[config.mk]
export PLATFORM = sky130hd
export DESIGN_NAME = step_gate_plan_validator
export DESIGN_NICKNAME = d
export VERILOG_FILES = /design/src/sv/sgpv_pkg.sv /design/src/sv/sgpv_ctrl.sv /design/src/sv/sgpv_dpath.sv /design/src/sv/step_gate_plan_validator.sv
export SDC_FILE = /design/constraint.sdc
export NUM_CORES = 1
export LEC_CHECK = 0
export ABC_AREA = 1
export BUFFER_PORTS_ARGS = -buffer_cell sky130_fd_sc_hd__buf_2
export CORE_UTILIZATION = 55
export CTS_CLUSTER_DIAMETER = 100
export DETAILED_ROUTE_END_ITERATION = 12
export PLACE_DENSITY_LB_ADDON = 0.1
export SYNTH_ARGS = -nofsm -noshare
export SYNTH_HDL_FRONTEND = slang
export SYNTH_HIERARCHICAL = 1
export SYNTH_SLANG_ARGS = --single-unit
[constraint.sdc]
create_clock -name clock -period 4.4 [get_ports clock]
set_input_delay 0.88 -clock clock [delete_from_list [all_inputs] [get_ports clock]]
set_output_delay 0.88 -clock clock [all_outputs]
set_load 0.01 [all_outputs]
[src/sv/sgpv_pkg.sv]
// ----------------------------------------------------------------------------
// sgpv_pkg
// Shared types and codes for the step gate plan validator: request and
// response payloads, controller/datapath command and status, state codes.
// ----------------------------------------------------------------------------
package sgpv_pkg;

   localparam int MaskW  = 16;
   localparam int CountW = 5;
   localparam int OrdW   = 5;

   localparam logic [2:0] STATUS_OK      = 3'd0;
   localparam logic [2:0] STATUS_OVERLAP = 3'd1;
   localparam logic [2:0] STATUS_ORPHAN  = 3'd2;
   localparam logic [2:0] STATUS_TOPO    = 3'd3;
   localparam logic [2:0] STATUS_EMPTY   = 3'd4;

   localparam logic [1:0] KIND_NONE     = 2'd0;
   localparam logic [1:0] KIND_INCOMING = 2'd1;
   localparam logic [1:0] KIND_LOCAL    = 2'd2;

   localparam logic [OrdW-1:0] ORD_NONE     = 5'd31;
   localparam logic [OrdW-1:0] ORD_INCOMING = 5'd30;

   typedef struct packed {
      logic [MaskW-1:0] source_onsets;
      logic [MaskW-1:0] retrigger_onsets;
      logic [MaskW-1:0] continuation_steps;
      logic [MaskW-1:0] release_steps;
      logic             source_at_start;
   } req_type;

   typedef struct packed {
      logic [2:0]        status;
      logic [3:0]        step_index;
      logic [1:0]        ordinal_kind;
      logic [3:0]        source_index;
      logic [MaskW-1:0]  audible_mask;
      logic [CountW-1:0] source_count;
      logic [CountW-1:0] audible_count;
      logic              last;
   } rsp_type;

   typedef struct packed {
      logic load;
      logic scan;
      logic scan_done;
      logic emit;
   } ctrl_cmd_type;

   typedef struct packed {
      logic step_last;
   } ctrl_stat_type;

   typedef enum logic [2:0] {
      ST_IDLE = 3'b001,
      ST_SCAN = 3'b010,
      ST_EMIT = 3'b100
   } state_type;

endpackage

[src/sv/sgpv_ctrl.sv]
// ----------------------------------------------------------------------------
// sgpv_ctrl
// Sequencer: accepts a request, runs the check scan over all steps, then
// the emitting pass of one response per step.
// ----------------------------------------------------------------------------
module sgpv_ctrl (
   input  logic                   clock,
   input  logic                   reset,
   input  logic                   start,
   output logic                   busy,
   output sgpv_pkg::ctrl_cmd_type cmd,
   input  sgpv_pkg::ctrl_stat_type stat
);

   sgpv_pkg::state_type state_ff, state_in;

   always_ff @(posedge clock) begin
      if (reset) begin
         state_ff <= sgpv_pkg::ST_IDLE;
      end else begin
         state_ff <= state_in;
      end
   end

   always_comb begin
      state_in      = state_ff;
      cmd           = '0;
      busy          = 1'b1;
      unique case (state_ff)
         sgpv_pkg::ST_IDLE: begin
            busy = 1'b0;
            if (start) begin
               cmd.load = 1'b1;
               state_in = sgpv_pkg::ST_SCAN;
            end
         end
         sgpv_pkg::ST_SCAN: begin
            cmd.scan = 1'b1;
            if (stat.step_last) begin
               cmd.scan_done = 1'b1;
               state_in      = sgpv_pkg::ST_EMIT;
            end
         end
         sgpv_pkg::ST_EMIT: begin
            cmd.emit = 1'b1;
            if (stat.step_last) begin
               state_in = sgpv_pkg::ST_IDLE;
            end
         end
         default: begin
            state_in = sgpv_pkg::ST_IDLE;
         end
      endcase
   end

endmodule

[src/sv/sgpv_dpath.sv]
// ----------------------------------------------------------------------------
// sgpv_dpath
// Datapath: held masks, shifting step windows, check flags, onset counts
// and source ordinal tracking.
// ----------------------------------------------------------------------------
module sgpv_dpath #(
   parameter int STEPS = 16
) (
   input  logic                    clock,
   input  logic                    reset,
   input  sgpv_pkg::req_type       req_data,
   input  sgpv_pkg::ctrl_cmd_type  cmd,
   output sgpv_pkg::ctrl_stat_type stat,
   output logic                    rsp_valid,
   output sgpv_pkg::rsp_type       rsp_data
);

   localparam int StepW = $clog2(STEPS);
   localparam logic [StepW-1:0] StepLast = StepW'(STEPS - 1);

   logic [sgpv_pkg::MaskW-1:0]  src_ff, ret_ff;
   logic [sgpv_pkg::MaskW-1:0]  w_src_ff, w_ret_ff, w_con_ff, w_rel_ff;
   logic [sgpv_pkg::MaskW-1:0]  w_src_in, w_ret_in, w_con_in, w_rel_in;
   logic                        start_flag_ff;
   logic [StepW-1:0]            step_ff, step_in;
   logic                        overlap_ff, empty_ff, orphan_ff, topo_ff;
   logic                        orphan_in, topo_in;
   logic                        seen_ff, seen_in, gate_ff, gate_in;
   logic [sgpv_pkg::CountW-1:0] src_cnt_ff, aud_cnt_ff, src_cnt_in, aud_cnt_in;
   logic [sgpv_pkg::OrdW-1:0]   cur_ord_ff, cur_ord_in, next_ord_ff, next_ord_in;

   logic                        b_src, b_ret, b_con, b_rel, b_aud, seen_now;
   logic [2:0]                  status;
   logic                        ok;
   logic [sgpv_pkg::OrdW-1:0]   ord;

   assign b_src    = w_src_ff[0];
   assign b_ret    = w_ret_ff[0];
   assign b_con    = w_con_ff[0];
   assign b_rel    = w_rel_ff[0];
   assign b_aud    = b_src | b_ret;
   assign seen_now = seen_ff | b_src;

   assign stat.step_last = (step_ff == StepLast);

   always_comb begin
      if (overlap_ff)     status = sgpv_pkg::STATUS_OVERLAP;
      else if (orphan_ff) status = sgpv_pkg::STATUS_ORPHAN;
      else if (topo_ff)   status = sgpv_pkg::STATUS_TOPO;
      else if (empty_ff)  status = sgpv_pkg::STATUS_EMPTY;
      else                status = sgpv_pkg::STATUS_OK;
   end

   assign ok = (status == sgpv_pkg::STATUS_OK);

   always_comb begin
      w_src_in    = w_src_ff;
      w_ret_in    = w_ret_ff;
      w_con_in    = w_con_ff;
      w_rel_in    = w_rel_ff;
      step_in     = step_ff;
      orphan_in   = orphan_ff;
      topo_in     = topo_ff;
      seen_in     = seen_ff;
      gate_in     = gate_ff;
      src_cnt_in  = src_cnt_ff;
      aud_cnt_in  = aud_cnt_ff;
      cur_ord_in  = cur_ord_ff;
      next_ord_in = next_ord_ff;
      ord         = sgpv_pkg::ORD_NONE;

      if (cmd.load) begin
         w_src_in   = req_data.source_onsets;
         w_ret_in   = req_data.retrigger_onsets;
         w_con_in   = req_data.continuation_steps;
         w_rel_in   = req_data.release_steps;
         step_in    = '0;
         orphan_in  = 1'b0;
         topo_in    = 1'b0;
         seen_in    = req_data.source_at_start;
         gate_in    = 1'b0;
         src_cnt_in = sgpv_pkg::CountW'($countones(req_data.source_onsets));
         aud_cnt_in = sgpv_pkg::CountW'($countones(req_data.source_onsets
                                                   | req_data.retrigger_onsets));
      end

      if (cmd.scan) begin
         w_src_in = w_src_ff >> 1;
         w_ret_in = w_ret_ff >> 1;
         w_con_in = w_con_ff >> 1;
         w_rel_in = w_rel_ff >> 1;
         step_in  = step_ff + 1'b1;
         seen_in  = seen_now;
         if (b_ret && !seen_now) begin
            orphan_in = 1'b1;
         end
         if (b_aud) begin
            gate_in = 1'b1;
         end else if (b_con) begin
            if (!gate_ff) topo_in = 1'b1;
         end else if (b_rel) begin
            if (!gate_ff) topo_in = 1'b1;
            gate_in = 1'b0;
         end else begin
            gate_in = 1'b0;
         end
      end

      if (cmd.scan_done) begin
         w_src_in    = src_ff;
         w_ret_in    = ret_ff;
         step_in     = '0;
         cur_ord_in  = start_flag_ff ? sgpv_pkg::ORD_INCOMING : sgpv_pkg::ORD_NONE;
         next_ord_in = '0;
      end

      if (cmd.emit) begin
         w_src_in = w_src_ff >> 1;
         w_ret_in = w_ret_ff >> 1;
         step_in  = step_ff + 1'b1;
         if (b_src) begin
            ord         = next_ord_ff;
            cur_ord_in  = next_ord_ff;
            next_ord_in = next_ord_ff + 1'b1;
         end else if (b_ret) begin
            ord = cur_ord_ff;
         end
      end
   end

   always_ff @(posedge clock) begin
      if (reset) begin
         step_ff       <= '0;
         start_flag_ff <= 1'b0;
         overlap_ff    <= 1'b0;
         empty_ff      <= 1'b0;
         orphan_ff     <= 1'b0;
         topo_ff       <= 1'b0;
         seen_ff       <= 1'b0;
         gate_ff       <= 1'b0;
         src_cnt_ff    <= '0;
         aud_cnt_ff    <= '0;
         cur_ord_ff    <= sgpv_pkg::ORD_NONE;
         next_ord_ff   <= '0;
      end else begin
         step_ff     <= step_in;
         orphan_ff   <= orphan_in;
         topo_ff     <= topo_in;
         seen_ff     <= seen_in;
         gate_ff     <= gate_in;
         src_cnt_ff  <= src_cnt_in;
         aud_cnt_ff  <= aud_cnt_in;
         cur_ord_ff  <= cur_ord_in;
         next_ord_ff <= next_ord_in;
         if (cmd.load) begin
            start_flag_ff <= req_data.source_at_start;
            overlap_ff    <= |((req_data.source_onsets & req_data.retrigger_onsets)
                               | (req_data.source_onsets & req_data.continuation_steps)
                               | (req_data.source_onsets & req_data.release_steps)
                               | (req_data.retrigger_onsets & req_data.continuation_steps)
                               | (req_data.retrigger_onsets & req_data.release_steps)
                               | (req_data.continuation_steps & req_data.release_steps));
            empty_ff      <= ~|(req_data.source_onsets | req_data.retrigger_onsets
                               | req_data.continuation_steps | req_data.release_steps);
         end
      end
   end

   always_ff @(posedge clock) begin
      if (reset) begin
         w_src_ff <= '0;
         w_ret_ff <= '0;
         w_con_ff <= '0;
         w_rel_ff <= '0;
         src_ff   <= '0;
         ret_ff   <= '0;
      end else begin
         w_src_ff <= w_src_in;
         w_ret_ff <= w_ret_in;
         w_con_ff <= w_con_in;
         w_rel_ff <= w_rel_in;
         if (cmd.load) begin
            src_ff <= req_data.source_onsets;
            ret_ff <= req_data.retrigger_onsets;
         end
      end
   end

   always_comb begin
      rsp_data            = '0;
      rsp_data.status     = status;
      rsp_data.step_index = 4'(step_ff);
      rsp_data.last       = cmd.emit & stat.step_last;
      if (ok) begin
         rsp_data.audible_mask  = src_ff | ret_ff;
         rsp_data.source_count  = src_cnt_ff;
         rsp_data.audible_count = aud_cnt_ff;
         if (ord == sgpv_pkg::ORD_INCOMING) begin
            rsp_data.ordinal_kind = sgpv_pkg::KIND_INCOMING;
         end else if (ord != sgpv_pkg::ORD_NONE) begin
            rsp_data.ordinal_kind = sgpv_pkg::KIND_LOCAL;
            rsp_data.source_index = ord[3:0];
         end
      end
   end

   assign rsp_valid = cmd.emit;

endmodule

[src/sv/step_gate_plan_validator.sv]
// ----------------------------------------------------------------------------
// step_gate_plan_validator
// Checks one bar request (overlap, orphan retrigger, gate topology, empty)
// and plans its steps, giving one response per step.
// ----------------------------------------------------------------------------
//  channel    ports                      handshake
//  request    start, busy, req_data      taken when start & !busy
//  response   rsp_valid, rsp_data        one-cycle strobe, never stalled
//
//  A request runs an accept step, then a check scan of one step per cycle,
//  then the emitting pass of one response per cycle.
//  The step counter in the datapath sets both passes.
//  Synchronous active-high reset returns the sequencer to idle.
//  Responses cannot be held off; busy stays high until the last is out.
// ----------------------------------------------------------------------------
module step_gate_plan_validator #(
   parameter int STEPS = 16
) (
   input  logic               clock,
   input  logic               reset,
   input  logic               start,
   output logic               busy,
   input  sgpv_pkg::req_type  req_data,
   output logic               rsp_valid,
   output sgpv_pkg::rsp_type  rsp_data
);

   sgpv_pkg::ctrl_cmd_type  cmd;
   sgpv_pkg::ctrl_stat_type stat;

   sgpv_ctrl u_ctrl (
      .clock (clock),
      .reset (reset),
      .start (start),
      .busy  (busy),
      .cmd   (cmd),
      .stat  (stat)
   );

   sgpv_dpath #(
      .STEPS (STEPS)
   ) u_dpath (
      .clock     (clock),
      .reset     (reset),
      .req_data  (req_data),
      .cmd       (cmd),
      .stat      (stat),
      .rsp_valid (rsp_valid),
      .rsp_data  (rsp_data)
   );

   a_rsp_busy : assert property (@(posedge clock) disable iff (reset)
      rsp_valid |-> busy)
      else $error("response outside a busy period");

   a_last_valid : assert property (@(posedge clock) disable iff (reset)
      rsp_data.last |-> rsp_valid)
      else $error("last flag without response");

   a_accept_busy : assert property (@(posedge clock) disable iff (reset)
      (start && !busy) |=> (busy && !rsp_valid))
      else $error("accept did not start the scan");

   a_last_idle : assert property (@(posedge clock) disable iff (reset)
      (rsp_valid && rsp_data.last) |=> !busy)
      else $error("still busy after last response");

   a_fail_zero : assert property (@(posedge clock) disable iff (reset)
      (rsp_valid && rsp_data.status != sgpv_pkg::STATUS_OK)
         |-> (rsp_data.audible_mask == '0 && rsp_data.source_count == '0
              && rsp_data.ordinal_kind == sgpv_pkg::KIND_NONE))
      else $error("failed request with non-zero plan");

endmodule

==> Word-level counts from Yosys, hierarchy flattened <==
Index checks and enable logic that the tools add are counted.
Widths: inputs -> output; s select.
{ "classes": {"muxes": 59, "bitwise": 18, "n_reduce_logical": 12, "add_sub_neg": 32, "n_eq_ne": 9} }
{ "op_table": {"columns": ["cell", "count"], "rows": [
  ["$or 16x16->16", 9],
  ["$and 16x16->16", 6],
  ["$mux 16", 6],
  ["$mux 15", 6],
  ["$add 5x5->5", 14],
  ["$mux 5", 9],
  ["$add 1x1->2", 16],
  ["$mux 32", 1],
  ["$reduce_or 16->1", 2],
  ["$mux 1", 21],
  ["$mux 3", 7],
  ["$mux 4", 5],
  ["$pmux 3 s3", 1],
  ["$mux 6", 1],
  ["$add 5x1->5 const B", 1],
  ["$eq 5x5->1 const B", 1],
  ["$ne 5x5->1 const B", 1],
  ["$add 4x1->4 const B", 1],
  ["$eq 4x4->1 const B", 1],
  ["$mux 2", 2],
  ["$ne 2x1->1 const B", 2],
  ["$reduce_bool 4->1", 1],
  ["$reduce_or 2->1", 2],
  ["$eq 3x1->1 const B", 1],
  ["11 further kinds", 13]
]} }
{ "word_totals": {"out_inout_bits": 42, "reg_bits": 130, "word_cells": 153, "input_bits": 68} }

==> Longest topological paths before layout <==
Gate-level depths: netlist of the first run.
{ "depth": {"depth_word": 8, "ltp_mapped": 14, "mapped_depth_nobuf": 14} }

==> Modules after synthesis <==
Netlist of the first run, hierarchy kept.
{ "by_module_without_submodules": {"columns": ["module", "seq_area_each_um2", "cells_each", "area_per_inst_um2", "n_inst"], "rows": [
  ["sgpv_dpath", 2542.4, 1000, 7063.0, 1],
  ["sgpv_ctrl", 60.1, 25, 162.7, 1]
]} }

==> Least setup slack after synthesis of the first run <==
OpenSTA, ideal clock, no wires.
{ "synth_path": {"path_kind": "input -> register", "start": "in req_data[42] in the netlist's numbering", "end": "reg u_dpath/aud_cnt_ff[2] in the netlist's numbering", "setup_time_ns": 0.115, "cell_stages": 12, "path_slack_ns": 0.301, "path_buffers": 0, "arrival_ns": 3.983, "t_required_ns": 4.285, "cell_sequence": "nor2_1 > inv_1 > fa_1 > fa_1 > fa_1 > fa_1 > ha_1 > inv_1 > fa_1 > xnor2_1 > o21ai_0 > inv_1"} }
{ "synth_between": {"elab_chain_len": 5} }
{ "synth_lines": {"columns": ["element", "line_no", "source"], "rows": [
  ["from (decl)", "step_gate_plan_validator.sv:23", "input sgpv_pkg::req_type req_data,"],
  ["$or 16x16->16", "sgpv_dpath.sv:84", "| req_data.retrigger_onsets));"],
  ["$add 1x1->2 (implied by the code)", "sgpv_dpath.sv:83", "aud_cnt_in = sgpv_pkg::CountW'($countones(req_data.source_onsets"],
  ["$add 5x5->5 (implied by the code) (3 in a row)", "sgpv_dpath.sv:83", null],
  ["to (signal assigned)", "sgpv_dpath.sv:152", "aud_cnt_ff <= aud_cnt_in;"],
  ["to (decl)", "sgpv_dpath.sv:29", "logic [sgpv_pkg::CountW-1:0] src_cnt_ff, aud_cnt_ff, src_cnt_in, aud_cnt_in;"]
]} }
No other way between the ends.
A chain may end at the register's enable or synchronous reset.

==> Worst setup path in the final report of the first run <==
{ "layout_path": {"start": "in req_data[62] in the netlist's numbering", "end": "reg u_dpath/aud_cnt_ff[2] in the netlist's numbering"} }
The elaborated chain is that of the path after synthesis.

==> impl_metrics.csv, run 1 <==
group,metric,value,unit
yosys,synth_fp_nets,1125,
finish,multi_input_area,3780,um2
yosys,ys_top_cells_by_area,"dfxtp_1, nand2_1, a21oi_1, nor2_1, inv_1",
detailed_routing,num_vias,7306,
yosys,yosysSeqAreaShare,0.360,
timing,maxSlewViolCount,0,
pwr,p_per_area,443,nW/um2
cts,cts.path.max_buffers,2,
detailed_routing,drtIter0Drc,697,
pwr,p_switching,1140,uW
timing,fmax,246,MHz
yosys,async_flop_share,0,
pwr,internal_power,2580,uW
global_route,grt_max_degree,56,
yosys,synthesis.area,7230,um2
pwr,pwr-share-clk,0.380,
yosys,yosysUniqueCellTypes,35,
timing,setup_viol,0,
finish,layout-drive-gt1-share,0.153,
yosys,yosys-top-cells-count,"nand2_1, nor2_1, inv_1",
die,rows,41,
timing,finalWorstSetupSlack,343,ps
yosys,yosysTopAreaCell,"dfxtp_1",
cts,clk_latency,410,ps
place,portBuffers,109,
die,die_area,13600,um2
critical_path,cp.required,4700,ps
timing,fin_skew,5.12,ps
timing,relSlewSlack,0.289,
worst_hold_path,hold_depth,2,
yosys,ys_seq_elements,130,
pwr,ir_worst_vdd,316,uV
outcome,outcome,"finished, final reports clean",
pwr,p_comb_frac,0.246,
critical_path,reg2reg_depth,9,
place,placed_cell_area,7800,um2
timing,worst_slew_pin_slew,1070,ps
detailed_routing,wl_per_cell,16.8,um
critical_path,cp-end-kind,"flip-flop",
cts,clockRootBuffer,"clkbuf_16",
global_route,antenna_found_initial,0,
worst_hold_path,min-delay-start,"u_dpath/aud_cnt_ff[0]$_SDFFE_PP0P_",
critical_path,cp_max_fo,4,
yosys,synth_edf_count,0,
cts,cts_setup_buffers,0,
pwr,finalPower,3720,uW
yosys,synth_top_area_frac,0.360,
pwr,swShare,0.307,
cts,cts_tree,"done",
detailed_routing,drc_errors,0,
critical_path,cp_cell_sequence,"buf_2 -> nor2_1 -> fa_1 -> inv_1 -> fa_1 -> fa_1 -> fa_1 -> ha_1 -> inv_1 -> fa_1 -> xnor2_1 -> o21ai_0 -> inv_1",
critical_path,slowest_stage,"fa_1",
global_route,grt_overflow,0,
die,coreArea,12700,um2
cts,clk_pin_slew,50,ps
cts,numCtsBuffers,17,
critical_path,crit_family,"adder cells",
critical_path,arrival,4360,ps
worst_hold_path,hp-class,"reg2reg",
finish,final_area,8390,um2
global_route,grt_pass1_wl,34400,um
cts,cts.htree.levels,4,
die,die_h,117,um
run,max_cap_violations,0,
critical_path,cp-start-kind,"primary input",
global_route,grt_pass1_vias,6629,
critical_path,worstSetupPathType,"in2reg",
timing,finalCriticalPeriod,4060,ps
place,dpl.hpwl,15400,um
timing,hold_viol_final,0,
timing,final.period_utilization,0.922,
critical_path,cp_num_buf_inv,4,
pwr,seqPwrFrac,0.374,
worst_hold_path,hold_end,"u_dpath/aud_cnt_ff[0]$_SDFFE_PP0P_",
place,place_ws,-26.5,ps
finish,syn_to_final_growth,16.2,%
cts,cts-resized-gates,0,
pwr,p_leak,0.00395,uW
detailed_routing,via_per_inst,5.63,
finish,fillCellCount,1170,
cts,clock_sinks,130,
timing,fin_tns_setup,0,ps
detailed_routing,first_pass_iters,5,
finish,nNetsFinal,1213,
yosys,ys.warnings.count,6,
die,ios,110,
yosys,synth-main-ff-cell,"dfxtp_1",
critical_path,reg2reg_from,"u_dpath/step_ff[0]$_SDFFE_PP0P_",
critical_path,ff2ff_setup_slack,1560,ps
global_route,grt_usage,0.335,
finish,antenna_cells,0,
cts,ctsHoldBuffers,0,
finish,fin_util,0.660,
detailed_routing,ant_nets,0,
timing,rsz0062_at_grt,"no",
critical_path,max_stage_delay,510,ps
critical_path,r2r_end,"u_dpath/w_ret_ff[0]$_SDFFE_PP0P_",
yosys,syn_avg_cell_area,7.05,um2
yosys,syn_inst,1025,
finish,seq_area,2600,um2
die,die_x,117,um
place,place.gp.congestion,0.961,
critical_path,crit_top_cell,"fa_1",
die,start_util,0.568,
detailed_routing,wl,21800,um
yosys,synth_most_common_cell,"nand2_1",
## per-layer routing
metal | vias to the layer above | global-route usage | share of wire
li1 | 3562 | - | -
met1 | 3377 | 0.455 | 0.43
met2 | 333 | 0.528 | 0.46
met3 | 34 | 0.0835 | 0.087
met4 | 0 | 0.0954 | 0.018
met5 | - | 0 | 0
## cells by family after synthesis
family / count (synthesis) / synth area share
AOI/OAI and AO/OA: 287 / 0.230
xor gates and xnor gates: 4 / 0.00485
adders and majority gates: 32 / 0.0762
buffers and inverters: 197 / 0.117
DFF: 130 / 0.360
and+or+nand+nor: 375 / 0.212
## tightest hold or removal path, stage by stage, from the launching register on
cell and delay, ps:
dfxtp_1 290, inv_1 60, a21oi_1 60
## sequential cells by signal (all words and copies together), names as in the netlist
signal,count
u_dpath/empty_ff,1
u_dpath/w_src_ff,16
u_dpath/topo_ff,1
u_dpath/cur_ord_ff,5
u_dpath/w_rel_ff,16
u_dpath/src_ff,16
u_dpath/seen_ff,1
u_dpath/start_flag_ff,1
u_dpath/src_cnt_ff,5
u_dpath/orphan_ff,1
u_dpath/w_ret_ff,16
u_dpath/w_con_ff,16
u_dpath/step_ff,4
u_dpath/gate_ff,1
u_ctrl/state_ff,3
u_dpath/ret_ff,16
u_dpath/overlap_ff,1
u_dpath/aud_cnt_ff,5
u_dpath/next_ord_ff,5
## cells in the final DEF (no fill, tap or decap), drive strengths merged, types with 20 or more instances in the layout
master	count
inv	138
clkbuf	27
buf	126
fa	20
o221ai	29
nand2	177
a21oi	115
dfxtp	130
o21ai	101
a211oi	34
nand3	32
nor2	141
## cell type report
class,count,share of cell area
Inverter,140,0.0628
Clock buffer,27,0.0623
Timing Repair Buffer,126,0.0802
Sequential cell,130,0.310
Clock inverter,4,0.00835
Tap cell,172,0.0256
Multi-Input combinational cell,698,0.451
## stage by stage
| stage | hold WS [ps] | std cells |
|---|---|---|
| 2_1_floorplan | 434 | 1025 |
| 3_3_place_gp | 447 | 1266 |
| 3_5_place_dp | 454 | 1266 |
| 4_1_cts | 463 | 1297 |
| 5_1_grt | 482 | 1297 |
| 6_report | 462 | 1297 |
## how the worst max path moves through the flow
stage	slack, ps	start	to	cells after the start
6_report	340	req_data[62]	u_dpath/aud_cnt_ff[2]$_SDFFE_PP0P_	13
5_1_grt	200	req_data[62]	u_dpath/aud_cnt_ff[2]$_SDFFE_PP0P_	13
4_1_cts	370	req_data[62]	u_dpath/aud_cnt_ff[2]$_SDFFE_PP0P_	13
3_5_place_dp	-30	req_data[46]	u_dpath/aud_cnt_ff[2]$_SDFFE_PP0P_	13
3_3_place_gp	80	req_data[62]	u_dpath/aud_cnt_ff[2]$_SDFFE_PP0P_	13
2_1_floorplan	300	req_data[42]	u_dpath/aud_cnt_ff[2]$_SDFFE_PP0P_	12
## power by group through the flow
stage	Combinational, uW	Clock (uW)	Sequential [uW]
finish	914	1410	1390
floorplan	638	0	1380
detailed placement	887	0	1410
CTS	901	1430	1390
global placement	866	0	1410
global route	1020	1480	1400
(Power assumes the default switching activity.)
==> run 2, diff against run 1 <==
--- a/config.mk
+++ b/config.mk
@@ -7,7 +7,7 @@
 export LEC_CHECK = 0
 export ABC_AREA = 1
 export BUFFER_PORTS_ARGS = -buffer_cell sky130_fd_sc_hd__buf_2
-export CORE_UTILIZATION = 55
+export CORE_UTILIZATION = 52
 export CTS_CLUSTER_DIAMETER = 100
 export DETAILED_ROUTE_END_ITERATION = 12
 export PLACE_DENSITY_LB_ADDON = 0.1
==> constraint.sdc (replaced) <==
create_clock -name clock -period 3.2 [get_ports clock]
set_input_delay 0.64 -clock clock [delete_from_list [all_inputs] [get_ports clock]]
set_output_delay 0.64 -clock clock [all_outputs]
set_load 0.01 [all_outputs]
==> impl_metrics.csv, run 2 (synthesized netlist as in run 1, its figures left out) <==
group,metric,value,unit
outcome,outcome,"complete, but fails checks",
outcome,violations,"negative setup slack",
die,ios,110,
pwr,ir_worst_vdd,411,uV
critical_path,worstSetupPathType,"in2reg",
cts,numCtsBuffers,17,
timing,final.period_utilization,1.09,
critical_path,arrival,3800,ps
cts,clk_pin_slew,50,ps
detailed_routing,via_per_inst,5.57,
cts,cts.path.max_buffers,2,
critical_path,cp-start-kind,"primary input",
timing,hold_viol_final,0,
timing,fmax,287,MHz
critical_path,max_stage_delay,590,ps
cts,ctsHoldBuffers,0,
timing,rsz0062_at_grt,"yes",
detailed_routing,wl,22400,um
die,start_util,0.539,
finish,layout.cells.non_filler,1367,
timing,fin_skew,10.0,ps
global_route,antenna_found_initial,0,
critical_path,cp_num_buf_inv,4,
timing,fin_tns_setup,-1630,ps
timing,finalCriticalPeriod,3490,ps
critical_path,crit_family,"adder cells",
finish,antenna_cells,0,
cts,clk_latency,420,ps
finish,nNetsFinal,1282,
place,portBuffers,109,
timing,relSlewSlack,0.263,
cts,clock_sinks,130,
detailed_routing,num_vias,7613,
place,place_inst,1327,
detailed_routing,wl_per_cell,16.4,um
pwr,p_leak,0.00428,uW
critical_path,crit_top_cell,"fa_1",
die,die_area,14400,um2
worst_hold_path,hp-class,"reg2reg",
global_route,grt_pass1_vias,6892,
timing,worst_slew_pin_slew,1100,ps
run,max_cap_violations,0,
finish,layout-drive-gt1-share,0.228,
detailed_routing,drc_errors,0,
global_route,grt_usage,0.320,
critical_path,cp_max_fo,2,
critical_path,slowest_stage,"fa_1",
timing,maxSlewViolCount,0,
detailed_routing,first_pass_iters,6,
die,die_h,120,um
pwr,p_per_area,578,nW/um2
timing,whs,462,ps
cts,clockRootBuffer,"clkbuf_16",
die,die_x,120,um
global_route,grt_max_degree,56,
critical_path,cp-end-kind,"flip-flop",
critical_path,cp_cell_sequence,"buf_2 -> nor2_4 -> inv_2 -> fa_1 -> fa_1 -> fa_1 -> fa_1 -> ha_2 -> inv_2 -> fa_2 -> xnor2_1 -> o21ai_1 -> inv_1",
timing,finalWorstSetupSlack,-287,ps
global_route,grt_overflow,0,
global_route,grt_pass1_wl,35200,um
place,dpl.hpwl,16200,um
cts,cts.htree.levels,4,
critical_path,cp.required,3510,ps
die,rows,42,
finish,layout_commonest_cell,"nand2_1",
cts,cts_tree,"done",
finish,final_cell_mix,"nand2_1, nor2_1, dfxtp_1, inv_1, a21oi_1",
die,coreArea,13400,um2
place,place.gp.congestion,0.950,
finish,syn_to_final_growth,25.3,%
timing,setup_viol,8,
detailed_routing,ant_nets,0,
detailed_routing,drtIter0Drc,787,
-- run 2: cell types whose count changed in the layout (fill, tap and decap cells not counted), sizes merged --
| cell | before | now |
|---|---|---|
| buf | 126 | 195 |
| clkbuf | 27 | 23 |
| clkinv | 4 | 3 |
| clkinvlp | 0 | 2 |
-- run 2: path summary, 6_finish.rpt --
path / from / end / slack (ps) / cells after the start
setup / recovery: req_data[42] / u_dpath/aud_cnt_ff[2]$_SDFFE_PP0P_ / -290 / 13
hold / removal: u_dpath/src_cnt_ff[0]$_SDFFE_PP0P_ / u_dpath/src_cnt_ff[0]$_SDFFE_PP0P_ / 460 / 2
setup reg to reg: u_dpath/step_ff[0]$_SDFFE_PP0P_ / u_dpath/w_src_ff[0]$_SDFFE_PP0P_ / 560 / 11
hold reg to reg: u_dpath/src_cnt_ff[0]$_SDFFE_PP0P_ / u_dpath/src_cnt_ff[0]$_SDFFE_PP0P_ / 460 / 2
-- run 2: final cells by class --
class                           instances  area [um2]
Clock buffer                           23         498
Clock inverter                          5        77.6
Fill cell                            1176        4340
Inverter                              140         534
Multi-Input combinational cell        698        3860
Sequential cell                       130        2600
Tap cell                              176         220
Timing Repair Buffer                  195        1260
-- run 2: what timing repair did --
item	CTS	global route
setup buffers	10	2
pin swaps	14	15
resized for setup	27	18
setup endpoints to repair	8	9
-- run 2: per-layer routing --
layer / vias up / share of wire / track usage
met3: 36 / 0.078 / 0.0703
met1: 3552 / 0.44 / 0.419
met2: 317 / 0.46 / 0.517
met4: 0 / 0.023 / 0.116
met5: - / 0 / 0
li1: 3708 / - / -
-- run 2: worst register-to-register path: cells and delay by family, from the launching register on --
family	cells	cell delay (ps)
AOI/OAI and AO/OA	1	590
buffers and inverters	4	650
DFF	1	380
adders and majority gates	1	180
and+or+nand+nor	5	700
-- run 2: power breakdown --
group	switching (uW)	internal, uW	total, uW	leakage (uW)
Clock	674	1230	1900	0.000283
Sequential	110	1800	1910	0.00107
Combinational	820	600	1420	0.00293
Total	1600	3630	5230	0.00428
-- run 2: per-stage QoR --
stage / power [uW] / area [um2] / worst slack (ps) / utilization
6_report: 5230 / 9060 / -287 / 0.676
5_1_grt: 5520 / 9060 / -358 / 0.676
4_1_cts: 5230 / 9010 / -328 / 0.672
3_5_place_dp: 3280 / 8290 / -822 / 0.619
3_3_place_gp: 3260 / 8290 / -788 / 0.619
2_1_floorplan: 2820 / 7270 / -532 / -
